### src/hw/rtl/sfsr_pkg.sv
package sfsr_pkg;

    localparam int SPF_W     = 8;
    localparam int SLOT_W    = 6;
    localparam int FRAME_LEN = 1 << SPF_W;
    localparam int SLOT_CNT  = 1 << SLOT_W;
    localparam int RING_W    = SPF_W + SLOT_W;
    localparam int RING_CAP  = 1 << RING_W;
    localparam int IDX_W     = 40;
    localparam int HEAD_W    = 41;
    localparam int BUF_W     = RING_W + 1;

    localparam logic [1:0] KIND_WRITE = 2'd0;
    localparam logic [1:0] KIND_QUERY = 2'd1;
    localparam logic [1:0] KIND_CLEAR = 2'd2;

    typedef struct packed {
        logic [1:0]       kind;
        logic [31:0]      frame_seq;
        logic [7:0]       sample_offset;
        logic [31:0]      sample_bits;
        logic [IDX_W-1:0] query_index;
    } t_req;

    typedef struct packed {
        logic [31:0]       read_bits;
        logic              present;
        logic              accepted;
        logic [HEAD_W-1:0] head_position;
        logic [31:0]       dropped_count;
        logic [BUF_W-1:0]  buffered_count;
    } t_rsp;

    typedef struct packed {
        logic clr_step;
        logic capture;
        logic rd_en;
        logic exec;
        logic pack;
    } t_cmd;

    typedef struct packed {
        logic clr_done;
    } t_sts;

endpackage

### src/hw/rtl/sfsr_ctrl.sv
module sfsr_ctrl (
    input  logic          i_clk,
    input  logic          i_rst_n,
    input  logic          i_in_valid,
    output logic          o_in_stall,
    output logic          o_out_valid,
    input  logic          i_out_stall,
    output sfsr_pkg::t_cmd o_cmd,
    input  sfsr_pkg::t_sts i_sts
);

    typedef enum logic [2:0] {
        S_CLEAR,
        S_IDLE,
        S_READ,
        S_EXEC,
        S_PACK,
        S_SEND
    } t_state;

    t_state r_state;
    logic   r_in_stall;
    logic   r_out_valid;

    always_ff @(posedge i_clk) begin
        if (!i_rst_n) begin
            r_state     <= S_CLEAR;
            r_in_stall  <= 1'b1;
            r_out_valid <= 1'b0;
        end else begin
            unique case (r_state)
                S_CLEAR: begin
                    if (i_sts.clr_done) begin
                        r_state    <= S_IDLE;
                        r_in_stall <= 1'b0;
                    end
                end
                S_IDLE: begin
                    if (i_in_valid) begin
                        r_state    <= S_READ;
                        r_in_stall <= 1'b1;
                    end
                end
                S_READ: r_state <= S_EXEC;
                S_EXEC: r_state <= S_PACK;
                S_PACK: begin
                    r_state     <= S_SEND;
                    r_out_valid <= 1'b1;
                end
                S_SEND: begin
                    if (!i_out_stall) begin
                        r_state     <= S_IDLE;
                        r_out_valid <= 1'b0;
                        r_in_stall  <= 1'b0;
                    end
                end
                default: r_state <= S_CLEAR;
            endcase
        end
    end

    always_comb begin
        o_cmd          = '0;
        o_cmd.clr_step = (r_state == S_CLEAR);
        o_cmd.capture  = (r_state == S_IDLE) && i_in_valid;
        o_cmd.rd_en    = (r_state == S_READ);
        o_cmd.exec     = (r_state == S_EXEC);
        o_cmd.pack     = (r_state == S_PACK);
    end

    assign o_in_stall  = r_in_stall;
    assign o_out_valid = r_out_valid;

endmodule

### config.mk
export PLATFORM = sky130hd
export DESIGN_NAME = sfsr_ctrl
export DESIGN_NICKNAME = d
export VERILOG_FILES = /design/src/hw/rtl/sfsr_pkg.sv /design/src/hw/rtl/sfsr_ctrl.sv
export SDC_FILE = /design/constraint.sdc
export NUM_CORES = 1
export LEC_CHECK = 0
export CAP_MARGIN = 10
export CORE_AREA = 2 2 39 41
export DETAILED_ROUTE_END_ITERATION = 8
export DIE_AREA = 0 0 41 43
export DONT_BUFFER_PORTS = 1
export GPL_TIMING_DRIVEN = 0
export MAX_ROUTING_LAYER = met4
export SLEW_MARGIN = 30
export SYNTH_ARGS = -nofsm -noshare
export SYNTH_HDL_FRONTEND = slang
export SYNTH_SLANG_ARGS = --single-unit
### constraint.sdc
create_clock -name i_clk -period 3.5 [get_ports i_clk]
set_clock_uncertainty 0.1 [all_clocks]
set_input_delay 0.175 -clock i_clk [delete_from_list [all_inputs] [get_ports i_clk]]
set_output_delay 0.175 -clock i_clk [all_outputs]
set_load 0.005 [all_outputs]
== Word level (Yosys, flattened, before mapping) ==
Index checks and enable logic that the tools add are counted.

* Flip-flop bits (word level): 5
* Output and inout bits: 7
* Word-level logic and storage cells: 27

* Equality and inequality tests: 8
* Multiplexer cells: 9
* Reductions and logical operators: 7

{| class="wikitable"
|+ Operators by type and width
! kind !! number
|-
| 3-bit case mux with 6 select lines || 1
|-
| 3-bit two-way mux || 3
|-
| 3-bit by 2-bit == test with 1-bit output, second input constant || 2
|-
| 3-bit == test, second input constant || 2
|-
| 2-bit != test, second input constant || 2
|-
| 4-bit AND reduction || 1
|-
| 3-bit by 1-bit == test with 1-bit output, second input constant || 1
|-
| 3-bit logical NOT || 1
|-
| 1-bit two-way mux || 3
|-
| 1-bit case mux with 3 select lines || 1
|-
| 3-bit AND reduction || 1
|-
| 3-bit nonzero test || 1
|-
| 2-bit by 1-bit != test with 1-bit output, second input constant || 1
|-
| 1-bit case mux with 2 select lines || 1
|-
| 2-bit AND reduction || 1
|-
| 2-bit nonzero test || 1
|-
| 1-bit logical AND || 1
|}

== Logic depth before layout (Yosys ltp) ==
Gate-level depths: netlist (run 1).

* Word-level depth: 3
* Depth in mapped cells: 4

== Worst setup path after synthesis (run 1) ==
OpenSTA, ideal clock, no wires.

* Path type: reg2reg
* Start: register r_state[0]
* End: register r_in_stall (netlist: o_in_stall)
* Setup time: 0.128 ns
* Arrival time: 1.089 ns
* Required time: 3.272 ns
* Setup slack: 2.183 ns
* Cell stages (with the launch flop): 5
* Cells stage by stage: dfxtp_1 buf_6 or4b_1 o311ai_1 nand3b_1

* Longest elaborated chain between the ends: 3

{| class="wikitable"
|+ Ends and longest elaborated chain
! item !! RTL line !! RTL
|-
| from (decl) || sfsr_ctrl.sv:21 || <nowiki>t_state r_state;</nowiki>
|-
| from (signal assigned) || sfsr_ctrl.sv:27 || <nowiki>r_state <= S_CLEAR;</nowiki>
|-
| from (signal assigned) || sfsr_ctrl.sv:34 || <nowiki>r_state <= S_IDLE;</nowiki>
|-
| from (signal assigned) || sfsr_ctrl.sv:40 || <nowiki>r_state <= S_READ;</nowiki>
|-
| 3-bit == test, or another cell as far along || sfsr_ctrl.sv:31 || <nowiki>unique case (r_state)</nowiki>
|-
| 2-bit != test (no source line), or another cell as far along || -- ||
|-
| 4-bit AND reduction (no source line) || -- ||
|-
| to (signal assigned) || sfsr_ctrl.sv:28 || <nowiki>r_in_stall <= 1'b1;</nowiki>
|-
| to (signal assigned) || sfsr_ctrl.sv:35 || <nowiki>r_in_stall <= 1'b0;</nowiki>
|-
| to (signal assigned) || sfsr_ctrl.sv:41 || <nowiki>r_in_stall <= 1'b1;</nowiki>
|-
| to (decl) || sfsr_ctrl.sv:22 || <nowiki>logic r_in_stall;</nowiki>
|}

Parallel ways exist; a longest one is shown, timed or not.
A chain may end at the register's enable or synchronous reset.

== Worst setup path in the final report (run 1) ==
Same ends and word-level chain as after synthesis.

==> results of run 1 <==
-- synth_stat cells (all sizes together) --
| master | n |
|---|---|
| o21bai | 1 |
| nor3b | 1 |
| nand3b | 1 |
| dfxtp | 5 |
| nand2b | 1 |
| inv | 1 |
| o21ai | 1 |
| mux2i | 1 |
| and3b | 2 |
| a21boi | 1 |
| buf | 1 |
| nor3 | 1 |
| o311ai | 1 |
| nor2 | 2 |
| nand2 | 1 |
| a21oi | 1 |
| or4b | 1 |
| nor2b | 2 |
| and2 | 1 |
| o21a | 3 |
-- cells in the final DEF, fill, tap and decap left out, drive strengths merged --
cell type and count:
nand2b 1, nor3 1, inv 1, nand2 1, dlygate4sd3 1, o21a 3
buf 1, and2 1, and3b 2, dfxtp 5, o21bai 1, mux2i 1
nand3b 1, clkbuf 4, a21oi 1, o21ai 1, or4b 1, nor2b 2
nor2 2, nor3b 1, a21boi 1, o311ai 1
-- state kept, by name (all words and copies together), names as in the netlist --
| register | count |
|---|---|
| r_state | 3 |
| o_out_valid | 1 |
| o_in_stall | 1 |
-- critical path, delay by kind of cell (launching register included) --
family / cells / cell delay, ps
buf+inv: 1 / 130
compound gates: 1 / 100
simple gates: 2 / 610
flops: 1 / 300
-- metrics by stage --
step                total power [mW]  setup slack [ps]  util [%]  hold slack (ps)  instance area [µm²]
floorplan                     0.0838              2180         -              161                  265
global route                   0.168              2050      23.2            0.106                  322
finish                         0.155              2150      23.2             12.0                  322
detailed placement            0.0874              2140      20.6              168                  285
CTS                            0.159              2130      23.2             7.64                  322
global placement              0.0871              2150      20.6              164                  285
-- where the power goes --
group          switching, mW  total (mW)  internal [mW]
sequential           0.00387      0.0652         0.0613
clock                 0.0245      0.0676         0.0431
combinational         0.0102      0.0223         0.0121
total                 0.0386       0.155          0.117
-- logic make-up after synthesis --
family / Yosys count / synth area share [%]
AO/OA/AOI/OAI: 8 / 21.2
buffers and inverters: 2 / 5.66
flip-flops: 5 / 37.7
multiplexers: 1 / 3.77
AND/OR/NAND/NOR: 13 / 31.6
-- final cells by class --
type / count / area, µm²
repair buffers: 1 / 10.0
inverters: 1 / 3.75
clock buffers: 4 / 26.3
flip-flops and latches: 5 / 100
plain buffers: 1 / 11.3
well taps: 16 / 20.0
fillers: 148 / 1060
multi-input cells: 22 / 150
-- per-layer routing --
layer  GRT usage, %  part of all wire (%)
met5              -                     0
met4           4.00                     0
met3           11.0                    18
met2           9.06                    43
met1           9.35                    40
-- what timing repair did --
item	CTS	global route
gates resized for setup	0	0
hold buffers	1	0
endpoints found under the setup margin	0	0
endpoints found under the hold margin	5	0
buffers inserted	0	0
-- path summary, 6_finish.rpt --
| check | start | slack (ps) | to | cells after the start |
|---|---|---|---|---|
| worst max-delay path | r_state[0]$_SDFFE_PN0P_ | 2150 | o_in_stall$_SDFFE_PN1P_ | 4 |
| worst min-delay path | i_out_stall | 10 | o_in_stall$_SDFFE_PN1P_ | 2 |
| worst max register to register | r_state[0]$_SDFFE_PN0P_ | 2150 | o_in_stall$_SDFFE_PN1P_ | 4 |
| worst min register to register | o_in_stall$_SDFFE_PN1P_ | 400 | o_in_stall$_SDFFE_PN1P_ | 2 |
==> flow_metrics.tcl, run 1 <==
set metrics [dict create \
    cpMaxStageDelayCell "or4b_1" \
    overflow 0 \
    num_io_pins 12 \
    postSynthCellCount 29 \
    numPortBuffers 0 \
    numCtsBuffers 3 \
    hpwl_um 394 \
    criticalPathCategory "flip-flop to flip-flop" \
    hold_viol 0 \
    crit_chain "buf_6 > or4b_1 > o311ai_1 > nand3b_1" \
    avgSynthCellArea_um2 9.15 \
    synth_top_area_cell "dfxtp_1" \
    max_slew.worst_pin.slew_ps 268 \
    maxCapViolations 0 \
    fp-row-count 14 \
    hp-class "primary input to flip-flop" \
    arrival_ps 1380 \
    cts-root-buf "clkbuf_4" \
    nNetsFinal 40 \
    synth.distinct_cells 20 \
    layout-drive-gt1-share_pct 11.8 \
    synth.ff_latch_count 5 \
    grt_usage_pct 8.75 \
    cp-end-kind "flip-flop" \
    yosysTopAreaCellShare_pct 37.7 \
    routedWlPerCell_um 11.4 \
    core-area_mm2 0.00138 \
    status "finished, final reports clean" \
    grt_pass1_wl_um 903 \
    slowest_delay_ps 510 \
    period_needed_ps 1350 \
    synth_area_um2 265 \
    startpoint_type "flip-flop" \
    area_growth_pct 21.2 \
    finalNonFillerCells 50 \
    crit_path_max_fanout 10 \
    fin_tns_setup_ps 0 \
    fp.dieH_um 43 \
    htreeDepth 1 \
    crit_required_ps 3520 \
    antenna_found_initial 0 \
    fmax_ghz 0.738 \
    grt_max_degree 11 \
    yosysWarnings 0 \
    first_pass_iters 2 \
    drc 0 \
    dpl.cell_count 45 \
    antenna_cells 0 \
    cts_max_path_buffers 2 \
    die_w_um 41 \
    synth_seq_area_share_pct 37.7 \
    leakage_nw 0.126 \
    wirelength_um 569 \
    tritoncts "yes" \
    drtAntennaViolNets 0 \
    routed_via_density 4.76 \
    post-route-period-util_pct 38.7 \
    first_iter_violations 1 \
    grt_pass1_vias 205 \
    power_density_mw_per_mm2 482 \
    syn-num-nets 34 \
    slew_violations 0 \
    maxSlewHeadroom_pct 82.1 \
    clk_pin_slew_ps 50 \
    gp_congestion 0.717 \
    finalSetupViolations 0 \
    vias 238 \
    start_util_pct 19.2 \
    rsz0062_at_grt "no" \
    cts_sinks 5 \
    insertion_delay_ps 240 \
    dieArea_mm2 0.00176 \
    ys_top_cells_by_area "dfxtp_1 (38%), o21a_1 (8.5%), and3b_1 (6.6%)" \
    peakVddDrop_uv 173 \
]
Note: power is estimated with default switching activity, not from simulation.
==> inputs of run 2 (changes only) <==
==> constraint.sdc (replaced) <==
create_clock -name i_clk -period 1.3 [get_ports i_clk]
set_clock_uncertainty 0.1 [all_clocks]
set_input_delay 0.065 -clock i_clk [delete_from_list [all_inputs] [get_ports i_clk]]
set_output_delay 0.065 -clock i_clk [all_outputs]
set_load 0.005 [all_outputs]
==> flow_metrics.tcl, run 2 (same netlist as run 1, synthesis figures left out) <==
set metrics [dict create \
    tritoncts "yes" \
    routedWlPerCell_um 13.2 \
    antenna_cells 0 \
    status "finished, final reports clean" \
    startpoint_type "flip-flop" \
    fp-row-count 14 \
    numCtsBuffers 3 \
    grt_usage_pct 9.68 \
    dp_slack_ps -25.8 \
    first_iter_violations 7 \
    rsz0062_at_grt "yes" \
    core-area_mm2 0.00138 \
    hold_viol 0 \
    nNetsFinal 47 \
    cts_sinks 5 \
    worst_slack_ps 14.7 \
    layout-drive-gt1-share_pct 31.7 \
    top_register "r_state" \
    routed_via_density 4.58 \
    maxSlewHeadroom_pct 82.3 \
    die_w_um 41 \
    clk_pin_slew_ps 40 \
    period_needed_ps 1290 \
    criticalPathCategory "flip-flop to flip-flop" \
    grt_max_degree 11 \
    maxCapViolations 0 \
    power_density_mw_per_mm2 1100 \
    leakage_nw 0.166 \
    grt_pass1_vias 221 \
    rrSetupSlack_ps 10 \
    slew_violations 0 \
    ff2ff_path_depth 3 \
    postLayoutCoreUtil_pct 29.5 \
    overflow 0 \
    num_io_pins 12 \
    cts-root-buf "clkbuf_4" \
    crit_path_max_fanout 7 \
    first_pass_iters 4 \
    cp-end-kind "flip-flop" \
    dieArea_mm2 0.00176 \
    drc 0 \
    vias 261 \
    gp_congestion 0.720 \
    worstHoldStart "i_out_stall" \
    htreeDepth 1 \
    largest_register_ffs 3 \
    max_slew.worst_pin.slew_ps 263 \
    numPortBuffers 0 \
    insertion_delay_ps 240 \
    cts_max_path_buffers 2 \
    wirelength_um 750 \
    post-route-period-util_pct 98.9 \
    hp-class "primary input to flip-flop" \
    final_common_cell "buf_4" \
    peakVddDrop_uv 515 \
    fp.dieH_um 43 \
    finalSetupViolations 0 \
    min_path_cells 3 \
    antenna_found_initial 0 \
    hold_end "r_state[2]$_SDFFE_PN0P_" \
    start_util_pct 19.2 \
    grt_pass1_wl_um 1060 \
    hpwl_um 398 \
    arrival_ps 1300 \
    area_growth_pct 53.8 \
    final_cell_mix "buf_4 (5), dlygate4sd3_1 (4), o21a_1 (3), clkbuf_4 (3)" \
    fmax_ghz 0.778 \
    r2r-end "o_in_stall$_SDFFE_PN1P_" \
    drtAntennaViolNets 0 \
    crit_required_ps 1320 \
    r2r-start "r_state[1]$_SDFFE_PN0P_" \
]
[run 2: how the worst max path moves through the flow]
| stage | slack, ps | end | cells after the start | startpoint |
|---|---|---|---|---|
| floorplan | 50 | o_in_stall$_SDFFE_PN1P_ | 4 | r_state[0]$_SDFFE_PN0P_ |
| global placement | -10 | o_in_stall$_SDFFE_PN1P_ | 3 | r_state[1]$_SDFFE_PN0P_ |
| detailed placement | -30 | o_in_stall$_SDFFE_PN1P_ | 3 | r_state[1]$_SDFFE_PN0P_ |
| CTS | 5 | o_in_stall$_SDFFE_PN1P_ | 3 | r_state[1]$_SDFFE_PN0P_ |
| global route | -20 | o_in_stall$_SDFFE_PN1P_ | 3 | r_state[1]$_SDFFE_PN0P_ |
| finish | 10 | o_in_stall$_SDFFE_PN1P_ | 3 | r_state[1]$_SDFFE_PN0P_ |
[run 2: critical path, cell delays in order (launching register included)]
cell and delay [ps]:
dfxtp_4 360, or4b_4 530, o311ai_4 80, nand3b_1 100
[run 2: timing repair]
item | 4_1_cts | 5_1_grt
endpoints found under the setup margin | 1 | 1
pin swaps | 2 | 2
buffers inserted | 0 | 5
resized for setup | 3 | 5
endpoints found under the hold margin | 5 | 0
hold buffers | 4 | 0
gates cloned | 0 | 0
[run 2: metrics by stage]
stage,setup TNS [ps],cell area (µm²),hold slack [ps],std cells,power [mW]
finish,0,408,29.4,57,0.450
global route,-18.0,408,44.3,57,0.482
CTS,0,344,4.39,52,0.427
detailed placement,-25.8,285,54.7,45,0.236
global placement,-12.8,285,51.3,45,0.235
floorplan,0,265,48.2,29,0.226
[run 2: area by class of cell]
cell class	count	area (µm²)
Fill cell	142	976
Multi-Input combinational cell	22	171
Timing Repair Buffer	9	77.6
Inverter	1	3.75
Clock buffer	4	26.3
Sequential cell	5	109
Tap cell	16	20.0
[run 2: power by group]
part	total, mW	switching, mW	internal, mW
sequential	0.178	0.0127	0.165
combinational	0.0967	0.0401	0.0566
clock	0.176	0.0598	0.116
[run 2: layer usage]
layer	routed length (µm)	vias up	global-route usage (%)	part of all wire (%)
met4	17	0	4.00	2.3
met3	82	2	8.38	11
met5	0	-	-	0
li1	-	129	-	-
met1	258	117	11.9	34
met2	392	13	10.9	52
==> inputs of run 3 (changes only) <==
==> constraint.sdc (replaced) <==
create_clock -name i_clk -period 1.05 [get_ports i_clk]
set_clock_uncertainty 0.1 [all_clocks]
set_input_delay 0.0525 -clock i_clk [delete_from_list [all_inputs] [get_ports i_clk]]
set_output_delay 0.0525 -clock i_clk [all_outputs]
set_load 0.005 [all_outputs]
==> flow_metrics.tcl, run 3 (same netlist as run 1, synthesis figures left out) <==
set metrics [dict create \
    grt_usage_pct 9.99 \
    fin_tns_setup_ps -882 \
    leakage_nw 0.197 \
    status "finished with violations" \
    slew_violations 0 \
    final_cell_mix "dlygate4sd3_1 (4), o21a_1 (3), clkbuf_4 (3), dfxtp_4 (3), buf_6 (3)" \
    grt_pass1_wl_um 1070 \
    power_density_mw_per_mm2 1210 \
    routedWlPerCell_um 14.6 \
    crit_family "simple AND/OR/NAND/NOR gates" \
    fp.dieH_um 43 \
    drc 2 \
    hp-class "primary input to flip-flop" \
    cts_sinks 5 \
    r2r-end "o_in_stall$_SDFFE_PN1P_" \
    startpoint_type "flip-flop" \
    clk_pin_slew_ps 40 \
    grt_pass1_vias 229 \
    ff2ff_path_depth 3 \
    tritoncts "yes" \
    wirelength_um 845 \
    drtAntennaViolNets 0 \
    cts_hold_buffers 4 \
    path_buf_inv 0 \
    fmax_ghz 0.786 \
    first_pass_iters 6 \
    cp.depth 3 \
    r2r-start "r_state[0]$_SDFFE_PN0P_" \
    largest_register_ffs 3 \
    fp-row-count 14 \
    antenna_found_initial 0 \
    vias 267 \
    crit_path_max_fanout 2 \
    endpoint "o_in_stall$_SDFFE_PN1P_" \
    peakVddDrop_uv 638 \
    first_iter_violations 9 \
    slowest_delay_ps 550 \
    overflow 0 \
    insertion_delay_ps 240 \
    max_slew.worst_pin.slew_ps 210 \
    cpMaxStageDelayCell "or4b_4" \
    area_growth_pct 90.6 \
    finalSetupViolations 9 \
    start_util_pct 19.2 \
    htreeDepth 1 \
    numPortBuffers 0 \
    core-area_mm2 0.00138 \
    crit_required_ps 1070 \
    antenna_cells 0 \
    cts-root-buf "clkbuf_4" \
    final_common_cell "dlygate4sd3_1" \
    crit_chain "or4b_4 > o311ai_4 > nand3b_1" \
    top_register "r_state" \
    gp_congestion 0.720 \
    cts_max_path_buffers 2 \
    num_io_pins 12 \
    worst_slack_ps -222 \
    post-route-period-util_pct 121 \
    cp-end-kind "flip-flop" \
    period_needed_ps 1270 \
    maxCapViolations 0 \
    layout-drive-gt1-share_pct 54.8 \
    fin_hold_ws_ps -107 \
    rsz0062_at_grt "yes" \
    startpoint "r_state[0]$_SDFFE_PN0P_" \
    routed_via_density 4.60 \
    place_area_um2 285 \
    rrSetupSlack_ps -220 \
    nNetsFinal 48 \
    grt_max_degree 10 \
    numCtsBuffers 3 \
    failed_checks "DRC, hold timing, setup timing" \
    maxSlewHeadroom_pct 86.0 \
    dieArea_mm2 0.00176 \
    hold_viol 2 \
    arrival_ps 1290 \
    fin_area_um2 505 \
    die_w_um 41 \
    hpwl_um 398 \
    criticalPathCategory "flip-flop to flip-flop" \
]
==> run 3: worst min path at each step <==
stage / startpoint / depth (start not counted) / to
after floorplan: i_rst_n / 1 / o_in_stall$_SDFFE_PN1P_
final: i_out_stall / 2 / o_in_stall$_SDFFE_PN1P_
after global placement: i_rst_n / 1 / o_in_stall$_SDFFE_PN1P_
after global routing: i_out_stall / 2 / o_in_stall$_SDFFE_PN1P_
after CTS: i_out_stall / 2 / o_in_stall$_SDFFE_PN1P_
after detailed placement: i_rst_n / 1 / o_in_stall$_SDFFE_PN1P_
==> run 3: where the power goes <==
group          switching (mW)  leakage (nW)  internal (mW)  total, mW
registers              0.0146        0.0431          0.203      0.217
logic                  0.0679         0.139          0.107      0.175
clock network          0.0760        0.0150          0.143      0.220
total                   0.159         0.197          0.453      0.611
==> run 3: through the flow <==
step                      total power, mW  worst slack [ps]  std cells  util [%]
after global routing                0.650              -256         58      36.5
after CTS                           0.551              -210         55      28.5
after detailed placement            0.292              -276         45      20.6
after floorplan                     0.279              -202         29         -
final                               0.611              -222         58      36.5
after global placement              0.290              -263         45      20.6
==> run 3: routing by layer <==
metal,track usage [%],share of wire [%],vias to the layer above
met4,4.00,0,0
met3,8.38,9.2,0
li1,-,-,132
met2,12.8,55,10
met1,11.0,36,125
met5,-,0,-
==> run 3: final cells by class <==
cell class              instances  area [µm²]
fillers                       138         878
clock buffers                   4        26.3
flip-flops and latches          5         111
well taps                      16        20.0
multi-input cells              22         223
inverters                       1        3.75
repair buffers                 10         121
==> run 3: timing repair <==
item,in CTS,in global routing
endpoints found under the setup margin,8,10
gates resized for setup,11,17
buffers inserted,3,2
pin swaps,5,6
endpoints found under the hold margin,5,2
gates cloned,0,1
